File: src/rtl/pws_pkg.sv
`default_nettype none
package pws_pkg;

    localparam int DEF_MAX_SITES    = 8;
    localparam int DEF_MAX_VIEWS    = 8;
    localparam int DEF_MAX_POINTS   = 512;
    localparam int DEF_WEIGHT_DEPTH = 16384;

    // Item kinds.
    localparam logic [1:0] KIND_SAMPLE = 2'd0;
    localparam logic [1:0] KIND_WEIGHT = 2'd1;
    localparam logic [1:0] KIND_PAIR   = 2'd2;
    localparam logic [1:0] KIND_QUERY  = 2'd3;

    // Result status codes.
    localparam logic [1:0] ST_OK    = 2'd0;
    localparam logic [1:0] ST_SAT   = 2'd1;
    localparam logic [1:0] ST_WADDR = 2'd2;
    localparam logic [1:0] ST_RANGE = 2'd3;

    // Configuration register indexes.
    localparam logic [2:0] CFG_GRID    = 3'd0;
    localparam logic [2:0] CFG_SITES_U = 3'd1;
    localparam logic [2:0] CFG_SITES_V = 3'd2;
    localparam logic [2:0] CFG_STRIDE  = 3'd3;
    localparam logic [2:0] CFG_REDUCED = 3'd4;

    // Control from the sequencer to the multiply-accumulate unit.
    typedef struct packed {
        logic load_x0;
        logic mul_en;
        logic acc_en;
    } t_mac_ctrl;

endpackage
`default_nettype wire

File: src/rtl/pws_pair_tab.sv
`default_nettype none
module pws_pair_tab import pws_pkg::*; #(
    parameter int PA_W = 5
) (
    input  wire logic            i_clk,
    input  wire logic            i_we,
    input  wire logic [PA_W-1:0] i_waddr,
    input  wire logic [13:0]     i_base,
    input  wire logic [9:0]      i_len,
    input  wire logic [9:0]      i_rlen,
    input  wire logic [PA_W-1:0] i_raddr,
    output logic [13:0]          o_base,
    output logic [9:0]           o_len,
    output logic [9:0]           o_rlen
);

    logic [33:0] r_tab [2**PA_W];
    logic [33:0] r_rd;

    always_ff @(posedge i_clk) begin
        if (i_we) begin
            r_tab[i_waddr] <= {i_base, i_len, i_rlen};
        end
        r_rd <= r_tab[i_raddr];
    end

    assign o_base = r_rd[33:20];
    assign o_len  = r_rd[19:10];
    assign o_rlen = r_rd[9:0];

endmodule
`default_nettype wire

File: config.mk
export PLATFORM = sky130hd
export DESIGN_NAME = pws_pair_tab
export DESIGN_NICKNAME = d
export VERILOG_FILES = /design/src/rtl/pws_pkg.sv /design/src/rtl/pws_pair_tab.sv
export SDC_FILE = /design/constraint.sdc
export NUM_CORES = 1
export LEC_CHECK = 0
export BUFFER_PORTS_ARGS = -buffer_cell sky130_fd_sc_hd__buf_2
export CORE_AREA = 3 3 290 292
export DETAILED_ROUTE_END_ITERATION = 10
export DIE_AREA = 0 0 293 295
export GPL_TIMING_DRIVEN = 0
export PLACE_DENSITY = 0.71
export RECOVER_POWER = 50
export SYNTH_ARGS = -nofsm -noshare
export SYNTH_HDL_FRONTEND = slang
export SYNTH_SLANG_ARGS = --single-unit
export TNS_END_PERCENT = 100
File: constraint.sdc
create_clock -name i_clk -period 8.45 [get_ports i_clk]
set_clock_uncertainty 0.05 [all_clocks]
set_input_delay 1.2675 -clock i_clk [delete_from_list [all_inputs] [get_ports i_clk]]
set_output_delay 1.2675 -clock i_clk [all_outputs]
set_load 0.05 [all_outputs]
### Word level (Yosys, flattened, before mapping)

Memory sizes are Yosys's and may differ from the RTL's. A register that Yosys moved wholly into a read port is not among the register bits.
Cells that the tools add are included.

| operators by class | value |
|---|---|
| mux-type cells | 2 |

Operators by type and width:

| operator | number |
|---|---|
| $mux 1 | 2 |

| storage, ports and cells | value |
|---|---|
| flip-flop bits (word level) | 0 |
| memory bits (writable) | 1088 |
| input bits | 46 |
| output and inout port bits | 34 |
| word-level logic and storage cells | 3 |
| memories kept | 1 |

Memory list:

| memory | depth | width | rd ports | clocked after Yosys merged registers in | wr ports | line | source |
|---|---|---|---|---|---|---|---|
| r_tab | 32 | 34 | 1 | 1 | 1 | pws_pair_tab.sv:17 | `logic [33:0] r_tab [2**PA_W];` |

### Depth between registers and ports, before layout

| depth | value |
|---|---|
| depth in word-level cells | 2 |
| mapped depth | 8 |
| depth with buffers taken out | 5 |

### Worst setup path before layout

OpenSTA, ideal clock, no wires.

| timing | value |
|---|---|
| path kind | input port to flip-flop |
| from | input port i_waddr[1] |
| to | memory r_tab[12][0], enable pin |
| setup time | 0.425 ns |
| arrival | 3.363 ns |
| required time | 7.975 ns |
| setup slack | 4.612 ns |
| stages | 3 |
| buffers on the path | 1 |
| cells stage by stage | or3b_2 clkbuf_1 nor2_1 |

RTL lines:

| element | line | source |
|---|---|---|
| start, declared | pws_pair_tab.sv:7 | `input wire logic [PA_W-1:0] i_waddr,` |
| end, declared | pws_pair_tab.sv:17 |  |

No word-level cell before the write port.

### Final worst setup path

| timing | value |
|---|---|
| from | input port i_waddr[1] |
| to | memory r_tab[7][19], enable pin |

No word-level cell before the write port.

==> impl_metrics.env <==
export IMPL_clock_latency_ps=660
export IMPL_nets=2663
export IMPL_ys_ff_latch=1122
export IMPL_clockBufferDepth=3
export IMPL_timing_final_crit_period_ps=3490
export IMPL_dp_hpwl_um=66800
export IMPL_required_ps=8740
export IMPL_placement_io_buffers=78
export IMPL_final_util_pct=60.2
export IMPL_worst_pin_slew_ps=1700
export IMPL_clk_pin_slew_ps=60
export IMPL_setup_viol=0
export IMPL_drtAntennaViolNets=0
export IMPL_numCtsBuffers=106
export IMPL_relSlewSlack_pct=-13.2
export IMPL_grt_pass1_wl_um=151000
export IMPL_fin_tns_setup_ps=0
export IMPL_start_kind="input pin"
export IMPL_die_w_um=293
export IMPL_first_iter_violations=2443
export IMPL_yosys_top_cells_area="edfxtp_1 76%, mux2i_1 13%, a22oi_1 1.8%"
export IMPL_crit_fanout=22
export IMPL_max_stage_delay_ps=1420
export IMPL_worst_path_buf_inv=2
export IMPL_p_leak_nw=17.2
export IMPL_cts_tree="yes"
export IMPL_routed_wl_um=104000
export IMPL_drv_cap=15
export IMPL_failed_checks="capacitance limit, slew limit"
export IMPL_cts_resized=0
export IMPL_powerDensity_nw_per_um2=237
export IMPL_die_area_um2=86400
export IMPL_hold_path_class="flop to flop"
export IMPL_grt_max_degree=33
export IMPL_rows=105
export IMPL_htree_levels=3
export IMPL_post_cts_setup_buffers=0
export IMPL_rsz0062_at_grt="no"
export IMPL_setup_worst_path_end_class="flop"
export IMPL_ir_drop_mv=0.153
export IMPL_synth_top_area_share_pct=75.8
export IMPL_avgSynthCellArea_um2=18.0
export IMPL_core_area_um2=81800
export IMPL_antenna_found_initial=11
export IMPL_final_hold_violation_count=0
export IMPL_syn_to_final_growth_pct=14.2
export IMPL_drive_gt1_share_pct=13.4
export IMPL_dieHeight_um=295
export IMPL_syn_nets=2445
export IMPL_crit_type="input pin to flop"
export IMPL_first_pass_iters=5
export IMPL_wl_per_cell_um=27.5
export IMPL_vias=22900
export IMPL_status="complete, but fails checks"
export IMPL_grt_use_total_pct=24.0
export IMPL_fin_crit_sh_pct=41.3
export IMPL_synth_distinct_cells=25
export IMPL_syn_area_um2=43100
export IMPL_hold_buffers=0
export IMPL_drc_errors=0
export IMPL_ys_warn_count=0
export IMPL_clockRootBuffer="clkbuf_16"
export IMPL_pin_count=80
export IMPL_viasPerCell=6.07
export IMPL_path_cells="clkbuf_1 > nand3_1 > nor2_1 > buf_12"
export IMPL_grt_pass1_vias=23000
export IMPL_report_final_slew_viol_count=454
export IMPL_routabilityCongestion=0.829
export IMPL_yosys_area_top_type="edfxtp_1"
export IMPL_initial_utilization_pct=52.7
export IMPL_seq_area_frac_synth_pct=77.4
export IMPL_overflow=0
export IMPL_cp_arrival_ps=3770
export IMPL_clock_sinks=1122
export IMPL_netlist_instances=2399
export IMPL_slowest_stage="nor2_1"
export IMPL_crit_family="simple AND/OR/NAND/NOR gates"
export IMPL_max_freq_ghz=0.287
cell families (layout without fill, tap and decap cells):
kind of cell | count (synthesis) | after routing | share of synthesized area (%)
compound gates | 306 | 306 | 4.84
buf+inv | 136 | 438 | 2.09
flops | 1122 | 1122 | 77.4
mux | 544 | 544 | 12.6
other cells | 0 | 4 | 0
simple gates | 291 | 291 | 3.07
state kept, by name, indices dropped and copies added (netlist names):
| name | flops |
|---|---|
| r_tab | 1088 |
| r_rd | 34 |
tightest hold or removal path, delay by kind of cell, from the launching register on:
family | cells | cell delay [ps]
multiplexers | 1 | 70
AND/OR/NAND/NOR | 3 | 210
flip-flops | 1 | 320
area by class of cell:
type                            count  area (µm²)
Antenna cell                        4        10.0
Buffer                            136         901
Clock buffer                      139        2970
Clock inverter                     53         543
Fill cell                        5759       32600
Multi-Input combinational cell   1141        9070
Sequential cell                  1122       33400
Tap cell                         1070        1340
Timing Repair Buffer              110        1050
synthesized netlist by cell type:
library cell,instances
buf_1,10
nand2_1,104
nand2b_1,2
or3_1,1
nor2_4,1
dfxtp_1,34
or3b_2,3
buf_8,8
clkbuf_1,30
nand3_1,104
nor3_1,34
mux2i_1,544
nand3b_1,5
nor2_1,33
buf_2,39
edfxtp_1,1088
and2_1,1
a22o_1,68
nor2b_1,2
or2_2,1
a31oi_1,34
a21oi_1,102
a22oi_1,102
buf_4,31
buf_6,18
power breakdown:
| part | total [W] | leakage (nW) | internal (W) | switching, W |
|---|---|---|---|---|
| logic | 0.000696 | 5.36 | 0.000199 | 0.000497 |
| registers | 0.00621 | 10.1 | 0.00619 | 0.0000208 |
| clock network | 0.00475 | 1.75 | 0.00279 | 0.00196 |
cells in the final DEF, fill, tap and decap left out, drive strengths merged:
master / Yosys / layout
nand3: 104 / 104
buf: 106 / 174
a21oi: 102 / 102
or3b: 3 / 3
edfxtp: 1088 / 1088
dfxtp: 34 / 34
or2: 1 / 1
mux2i: 544 / 544
diode: 0 / 4
clkbuf: 30 / 211
nand2: 104 / 104
inv: 0 / 1
a22o: 68 / 68
nor2: 34 / 34
bufinv: 0 / 11
a31oi: 34 / 34
nand3b: 5 / 5
nand2b: 2 / 2
or3: 1 / 1
nor2b: 2 / 2
clkinv: 0 / 41
nor3: 34 / 34
a22oi: 102 / 102
and2: 1 / 1
worst paths after layout:
kind,start,endpoint,slack (ps),cells after the start
setup / recovery,i_waddr[1],r_tab[7][19]$_DFFE_PP_,4960,4
hold / removal,r_tab[11][20]$_DFFE_PP_,r_rd[20]$_DFF_P_,570,4
setup reg to reg,r_tab[7][14]$_DFFE_PP_,r_rd[14]$_DFF_P_,6700,5
hold reg to reg,r_tab[11][20]$_DFFE_PP_,r_rd[20]$_DFF_P_,570,4
layer usage:
metal	global-route usage, %	wire [µm]
met3	4.85	9260
met4	8.21	3350
met5	0	59
met1	32.3	40900
met2	39.6	50100
stage by stage:
stage          total power [W]  instance area [µm²]  worst slack (ps)  cells  hold WS (ps)
4_1_cts                 0.0117                49300              5320   3771           569
5_1_grt                 0.0120                49200              4910   3771           606
6_report                0.0117                49200              4960   3775           567
2_1_floorplan          0.00673                43100              4610   2399           504
3_3_place_gp           0.00699                44800              2720   3547           534
3_5_place_dp           0.00702                45800              4620   3579           556
Power figures use the tool's default switching activity.
