--- config.mk ---
export PLATFORM = sky130hd
export DESIGN_NAME = pws_mac
export DESIGN_NICKNAME = d
export VERILOG_FILES = /design/src/rtl/pws_pkg.sv /design/src/rtl/pws_mac.sv
export SDC_FILE = /design/constraint.sdc
export NUM_CORES = 2
export LEC_CHECK = 0
export ABC_CLOCK_PERIOD_IN_PS = 7700
export BUFFER_PORTS_ARGS = -buffer_cell sky130_fd_sc_hd__buf_2
export CAP_MARGIN = 20
export CELL_PAD_IN_SITES_DETAIL_PLACEMENT = 1
export CELL_PAD_IN_SITES_GLOBAL_PLACEMENT = 1
export CORE_MARGIN = 4
export CORE_UTILIZATION = 30
export CTS_CLUSTER_DIAMETER = 60
export DETAILED_ROUTE_END_ITERATION = 6
export PLACE_DENSITY = 0.56
export SYNTH_ARGS = -nofsm -noshare
export SYNTH_HDL_FRONTEND = slang
export SYNTH_SLANG_ARGS = --single-unit
--- constraint.sdc ---
create_clock -name i_clk -period 7.7 [get_ports i_clk]
set_clock_uncertainty 0.1 [all_clocks]
set_input_delay 0.385 -clock i_clk [delete_from_list [all_inputs] [get_ports i_clk]]
set_output_delay 0.385 -clock i_clk [all_outputs]
set_load 0.02 [all_outputs]
--- src/rtl/pws_pkg.sv ---
`default_nettype none
package pws_pkg;

    localparam int DEF_MAX_SITES    = 8;
    localparam int DEF_MAX_VIEWS    = 8;
    localparam int DEF_MAX_POINTS   = 512;
    localparam int DEF_WEIGHT_DEPTH = 16384;

    // Item kinds.
    localparam logic [1:0] KIND_SAMPLE = 2'd0;
    localparam logic [1:0] KIND_WEIGHT = 2'd1;
    localparam logic [1:0] KIND_PAIR   = 2'd2;
    localparam logic [1:0] KIND_QUERY  = 2'd3;

    // Result status codes.
    localparam logic [1:0] ST_OK    = 2'd0;
    localparam logic [1:0] ST_SAT   = 2'd1;
    localparam logic [1:0] ST_WADDR = 2'd2;
    localparam logic [1:0] ST_RANGE = 2'd3;

    // Configuration register indexes.
    localparam logic [2:0] CFG_GRID    = 3'd0;
    localparam logic [2:0] CFG_SITES_U = 3'd1;
    localparam logic [2:0] CFG_SITES_V = 3'd2;
    localparam logic [2:0] CFG_STRIDE  = 3'd3;
    localparam logic [2:0] CFG_REDUCED = 3'd4;

    // Control from the sequencer to the multiply-accumulate unit.
    typedef struct packed {
        logic load_x0;
        logic mul_en;
        logic acc_en;
    } t_mac_ctrl;

endpackage
`default_nettype wire

--- src/rtl/pws_mac.sv ---
`default_nettype none
module pws_mac import pws_pkg::*; #(
    parameter int ACC_W = 70
) (
    input  wire logic        i_clk,
    input  wire t_mac_ctrl   i_ctrl,
    input  wire logic [31:0] i_x,
    input  wire logic [31:0] i_w,
    output logic [31:0]      o_value,
    output logic             o_sat
);

    logic signed [63:0]      r_prod;
    logic signed [ACC_W-1:0] r_acc;
    logic                    all_zero;
    logic                    all_one;

    always_ff @(posedge i_clk) begin
        if (i_ctrl.mul_en) begin
            r_prod <= $signed(i_w) * $signed(i_x);
        end
        // The rounding constant is folded in when the own sample is loaded.
        if (i_ctrl.load_x0) begin
            r_acc <= ($signed(ACC_W'($signed(i_x))) <<< 30)
                     + $signed(ACC_W'(64'sd1 <<< 29));
        end else if (i_ctrl.acc_en) begin
            r_acc <= r_acc + ACC_W'(r_prod);
        end
    end

    assign all_zero = (r_acc[ACC_W-1:61] == '0);
    assign all_one  = (r_acc[ACC_W-1:61] == '1);
    assign o_sat    = !(all_zero || all_one);
    assign o_value  = o_sat ? (r_acc[ACC_W-1] ? 32'h8000_0000 : 32'h7FFF_FFFF)
                            : r_acc[61:30];

endmodule
`default_nettype wire

# Yosys cells after proc, flatten, opt, wreduce, memory -nomap -nowiden
# Index checks and enable logic that the tools add are counted.
[word_totals]
inputBits = 68
register_bits = 134
word_cells = 14
output_inout_bits = 33
[classes]
eq_ne = 1
reduce_logical = 4
mul = 1
n_mux = 4
add_sub_neg = 2
[ops]
columns = ["op", "count"]
rows = [
  ["$mux W70", 2],
  ["$add A70 B64 Y70", 1],
  ["$mul A32 B32 Y64", 1],
  ["$mux W32", 2],
  ["$add A62 B31 Y63 const B", 1],
  ["$eq A9 B9 Y1 const B", 1],
  ["$logic_not A9 Y1", 1],
  ["$reduce_bool A2 Y1", 1],
  ["$logic_not A1 Y1", 1],
  ["$logic_or A1 B1 Y1", 1],
]

# Logic depth before layout (Yosys ltp)
[logic_depth]
ltp_word = 3
mapped_depth = 27

# Least setup slack after synthesis
# Ideal clock, no wire load.
[synth_timing]
path_type = "input to register"
from = "input port i_w[31]"
to = "register r_prod[60] (data pin)"
required_ns = 7.339
t_arrival_ns = 7.506
stages = 26
path_buffers = 2
setup_ns = 0.261
slack_ns = -0.167
path_cell_list = "clkbuf_1 > nand2_1 > inv_1 > fa_1 > inv_1 > fa_1 > inv_1 > fa_1 > fa_1 > inv_1 > fa_1 > inv_1 > fa_1 > fa_1 > inv_1 > fa_1 > inv_1 > ha_1 > clkbuf_1 > a211oi_1 > inv_1 > a211oi_1 > a21oi_1 > a211oi_2 > nor2_1 > a311o_1"
[synth_via]
elab_chain_len = 1
[synth_rtl]
columns = ["item", "line", "text"]
rows = [
  ["from (decl)", "pws_mac.sv:8", "input wire logic [31:0] i_w,"],
  ["$mul A32 B32 Y64", "pws_mac.sv:20", "r_prod <= $signed(i_w) * $signed(i_x);"],
  ["to (signal assigned)", "pws_mac.sv:20", ""],
  ["to (decl)", "pws_mac.sv:13", "logic signed [63:0] r_prod;"],
]
# No other way between the ends.
# A chain may end at the register's enable or synchronous reset.

# Worst setup path after layout
[layout_timing]
from = "input port i_w[19]"
to = "register r_prod[57] (data pin)"
# The elaborated chain is that of the path after synthesis.

==> impl_metrics.env <==
export IMPL_crit_top_cell="fa_1"
export IMPL_start_kind="input pin"
export IMPL_detail_route_antenna_nets=0
export IMPL_cts_buffers=17
export IMPL_hp_start="i_x[13]"
export IMPL_dp_slack_ns=-0.766
export IMPL_slowest_stage="fa_1"
export IMPL_synth_area_leaders="fa_1 (48%), edfxtp_1 (8.9%), inv_1 (8.4%)"
export IMPL_vias=33400
export IMPL_cp_arrival_ns=7.56
export IMPL_synthCells=4829
export IMPL_yosys_register_bits=134
export IMPL_synthAdderAreaFrac=0.548
export IMPL_setup_violations_final=0
export IMPL_grt_pass1_vias=39100
export IMPL_critPathRequiredTime_ns=7.79
export IMPL_core_area_um2=150000
export IMPL_crit_family="adder cells"
export IMPL_drt_iter0_drc=1334
export IMPL_synth_compound_area_frac=0.0777
export IMPL_synth_top_area_cell="fa_1"
export IMPL_fin_crit_ns=7.47
export IMPL_worst_pin_slew_ns=1.06
export IMPL_synthTopCellsByCount="fa_1 (1,083), inv_1 (1,009), nand2_1 (597)"
export IMPL_rows=142
export IMPL_min_path_type="input pin to register"
export IMPL_synth_most_common_cell="fa_1"
export IMPL_die_width_um=397
export IMPL_r2r_cells=12
export IMPL_drive_above_1_share=0.123
export IMPL_antenna_found_initial=5
export IMPL_synth_xor_area_frac=0.0230
export IMPL_synth_fp_nets=6233
export IMPL_fin_area_um2=52100
export IMPL_clockBufferDepth=2
export IMPL_clk_pin_slew_worst_paths_ns=0.06
export IMPL_overflow=0
export IMPL_crit_type="input pin to register"
export IMPL_io_buffers=100
export IMPL_path_cells="clkbuf_4 -> buf_4 -> and2_1 -> fa_1 -> fa_1 -> inv_1 -> fa_1 -> fa_1 -> inv_1 -> fa_1 -> fa_1 -> fa_1 -> fa_1 -> ha_1 -> a21o_1 -> a21o_1 -> a21o_1 -> a21bo_2 -> a221o_1 -> nor4_2 -> buf_4 -> a21oi_1 -> a31oi_1 -> xnor2_1"
export IMPL_r2r_end="r_acc[62]"
export IMPL_worst_skew_pair_late_latency_ns=0.44
export IMPL_final_max_slew_viol_count=0
export IMPL_post_route_util=0.348
export IMPL_post_dp_hpwl_um=125000
export IMPL_finalHoldViolCount=0
export IMPL_r2r_slack_ns=3.81
export IMPL_grt_pass1_wl_um=229000
export IMPL_htree_levels=4
export IMPL_cts_tree="yes"
export IMPL_stdcell_count=7187
export IMPL_die_h_um=397
export IMPL_yosysTopAreaCellShare=0.478
export IMPL_synth_top_flop_cell="edfxtp_1"
export IMPL_start_util=0.302
export IMPL_vias_per_cell=4.65
export IMPL_max_freq_mhz=134
export IMPL_async_reset_ff_frac=0
export IMPL_ctsRootBufferMaster="clkbuf_16"
export IMPL_status="finished, final reports clean"
export IMPL_hold_path_depth=4
export IMPL_wire_per_inst_um=19.8
export IMPL_cpPeakStageDelay_ns=0.60
export IMPL_gp_congestion=0.837
export IMPL_synth_avg_cell_area_um2=9.39
export IMPL_yosys_warnings=0
export IMPL_yosys_cell_types_count=74
export IMPL_dieArea_um2=157000
export IMPL_synth_edf_count=134
export IMPL_clock_sinks=134
export IMPL_slew_headroom=0.291
export IMPL_area_growth_pct=14.9
export IMPL_reg2reg_from="r_prod[0]"
export IMPL_placed_area_um2=51300
export IMPL_crit_fanout=11
export IMPL_ys_seq_area_frac=0.0887
export IMPL_routed_wl_um=142000
export IMPL_maxCapViolations=0
export IMPL_end_kind="register"
export IMPL_setup_ws_ns=0.231
export IMPL_crit_buf_inv=5
export IMPL_drtPass1Iterations=5
export IMPL_drc=0
export IMPL_synthSimpleGateAreaFrac=0.158
export IMPL_period_share=0.970
export IMPL_netlist_area_um2=45400
export IMPL_dp_cells=7151
export IMPL_muxShareOfSynthArea=0.000221
export IMPL_cp_depth=24
export IMPL_grt_start_max_net_pins=71
export IMPL_hold_end="r_acc[43]"
export IMPL_synth_top_family_by_area="adder cells"
export IMPL_ios=101
export IMPL_grt_use_total=0.187
export IMPL_nets=6561
sequential cells by signal, indices dropped and copies added (netlist names):
signal and count:
r_acc 70, r_prod 64
how the worst max path moves through the flow:
| stage | startpoint | endpoint | slack [ns] |
|---|---|---|---|
| 4_1_cts | i_w[13] | r_prod[60] | 0.001 |
| 3_5_place_dp | i_x[8] | r_prod[60] | -0.77 |
| 2_1_floorplan | i_w[31] | r_prod[62] | 0.007 |
| 6_report | i_w[19] | r_prod[57] | 0.23 |
| 5_1_grt | i_w[17] | r_prod[60] | -0.006 |
| 3_3_place_gp | i_x[10] | r_prod[62] | -0.67 |
cell families (layout without fill, tap and decap cells):
family,Yosys count,count (layout)
compound gates,538,538
simple gates,1437,1437
other cells,0,3
buf+inv,1264,1603
mux,1,1
fa+ha+maj,1336,1336
xor+xnor,119,119
flops,134,134
area by class of cell:
type	count	area [um^2]
fillers	17400	97800
clock inverters	13	160
clock buffers	17	425
multi-input cells	3431	36700
diodes	3	7.51
repair buffers	563	4490
flip-flops and latches	134	4020
inverters	1010	3790
well taps	2016	2520
placed cells by master (no fill, tap or decap), drive strengths merged, types with 45 or more instances in the layout:
master,Yosys,final
fa,1083,1083
inv,1009,1008
nand2,597,597
buf,7,547
and2,528,528
ha,253,253
a21oi,141,141
edfxtp,134,134
nor2,134,134
a21o,127,127
o21ai,102,102
xnor2,74,74
xor2,45,45
worst min-delay path, delay by kind of cell:
| kind | cells | cell delay (ns) |
|---|---|---|
| AOI/OAI and AO/OA | 1 | 0.06 |
| and+or+nand+nor | 1 | 0.04 |
| buffers and inverters | 2 | 0.42 |
repair_timing:
| item | 4_1_cts | 5_1_grt |
|---|---|---|
| pin swaps | 1 | 4 |
| hold buffers | 0 | 0 |
| buffers inserted | 1 | 0 |
| endpoints found under the setup margin | 9 | 26 |
| resized for setup | 13 | 52 |
stage by stage:
step           TNS [ns]  hold WS [ns]
3_5_place_dp     -12.20         0.560
6_report              0         0.486
5_1_grt        -0.00752         0.490
4_1_cts               0         0.479
2_1_floorplan         0         0.397
3_3_place_gp      -9.85         0.541
per-layer routing:
metal,part of all wire,GRT usage
met4,0.018,0.0306
met2,0.52,0.342
met5,0,0
met1,0.45,0.247
met3,0.013,0.00988
Power is not shown: default switching activity piles up to over one toggle a cycle in this logic, so the estimate is an artifact.
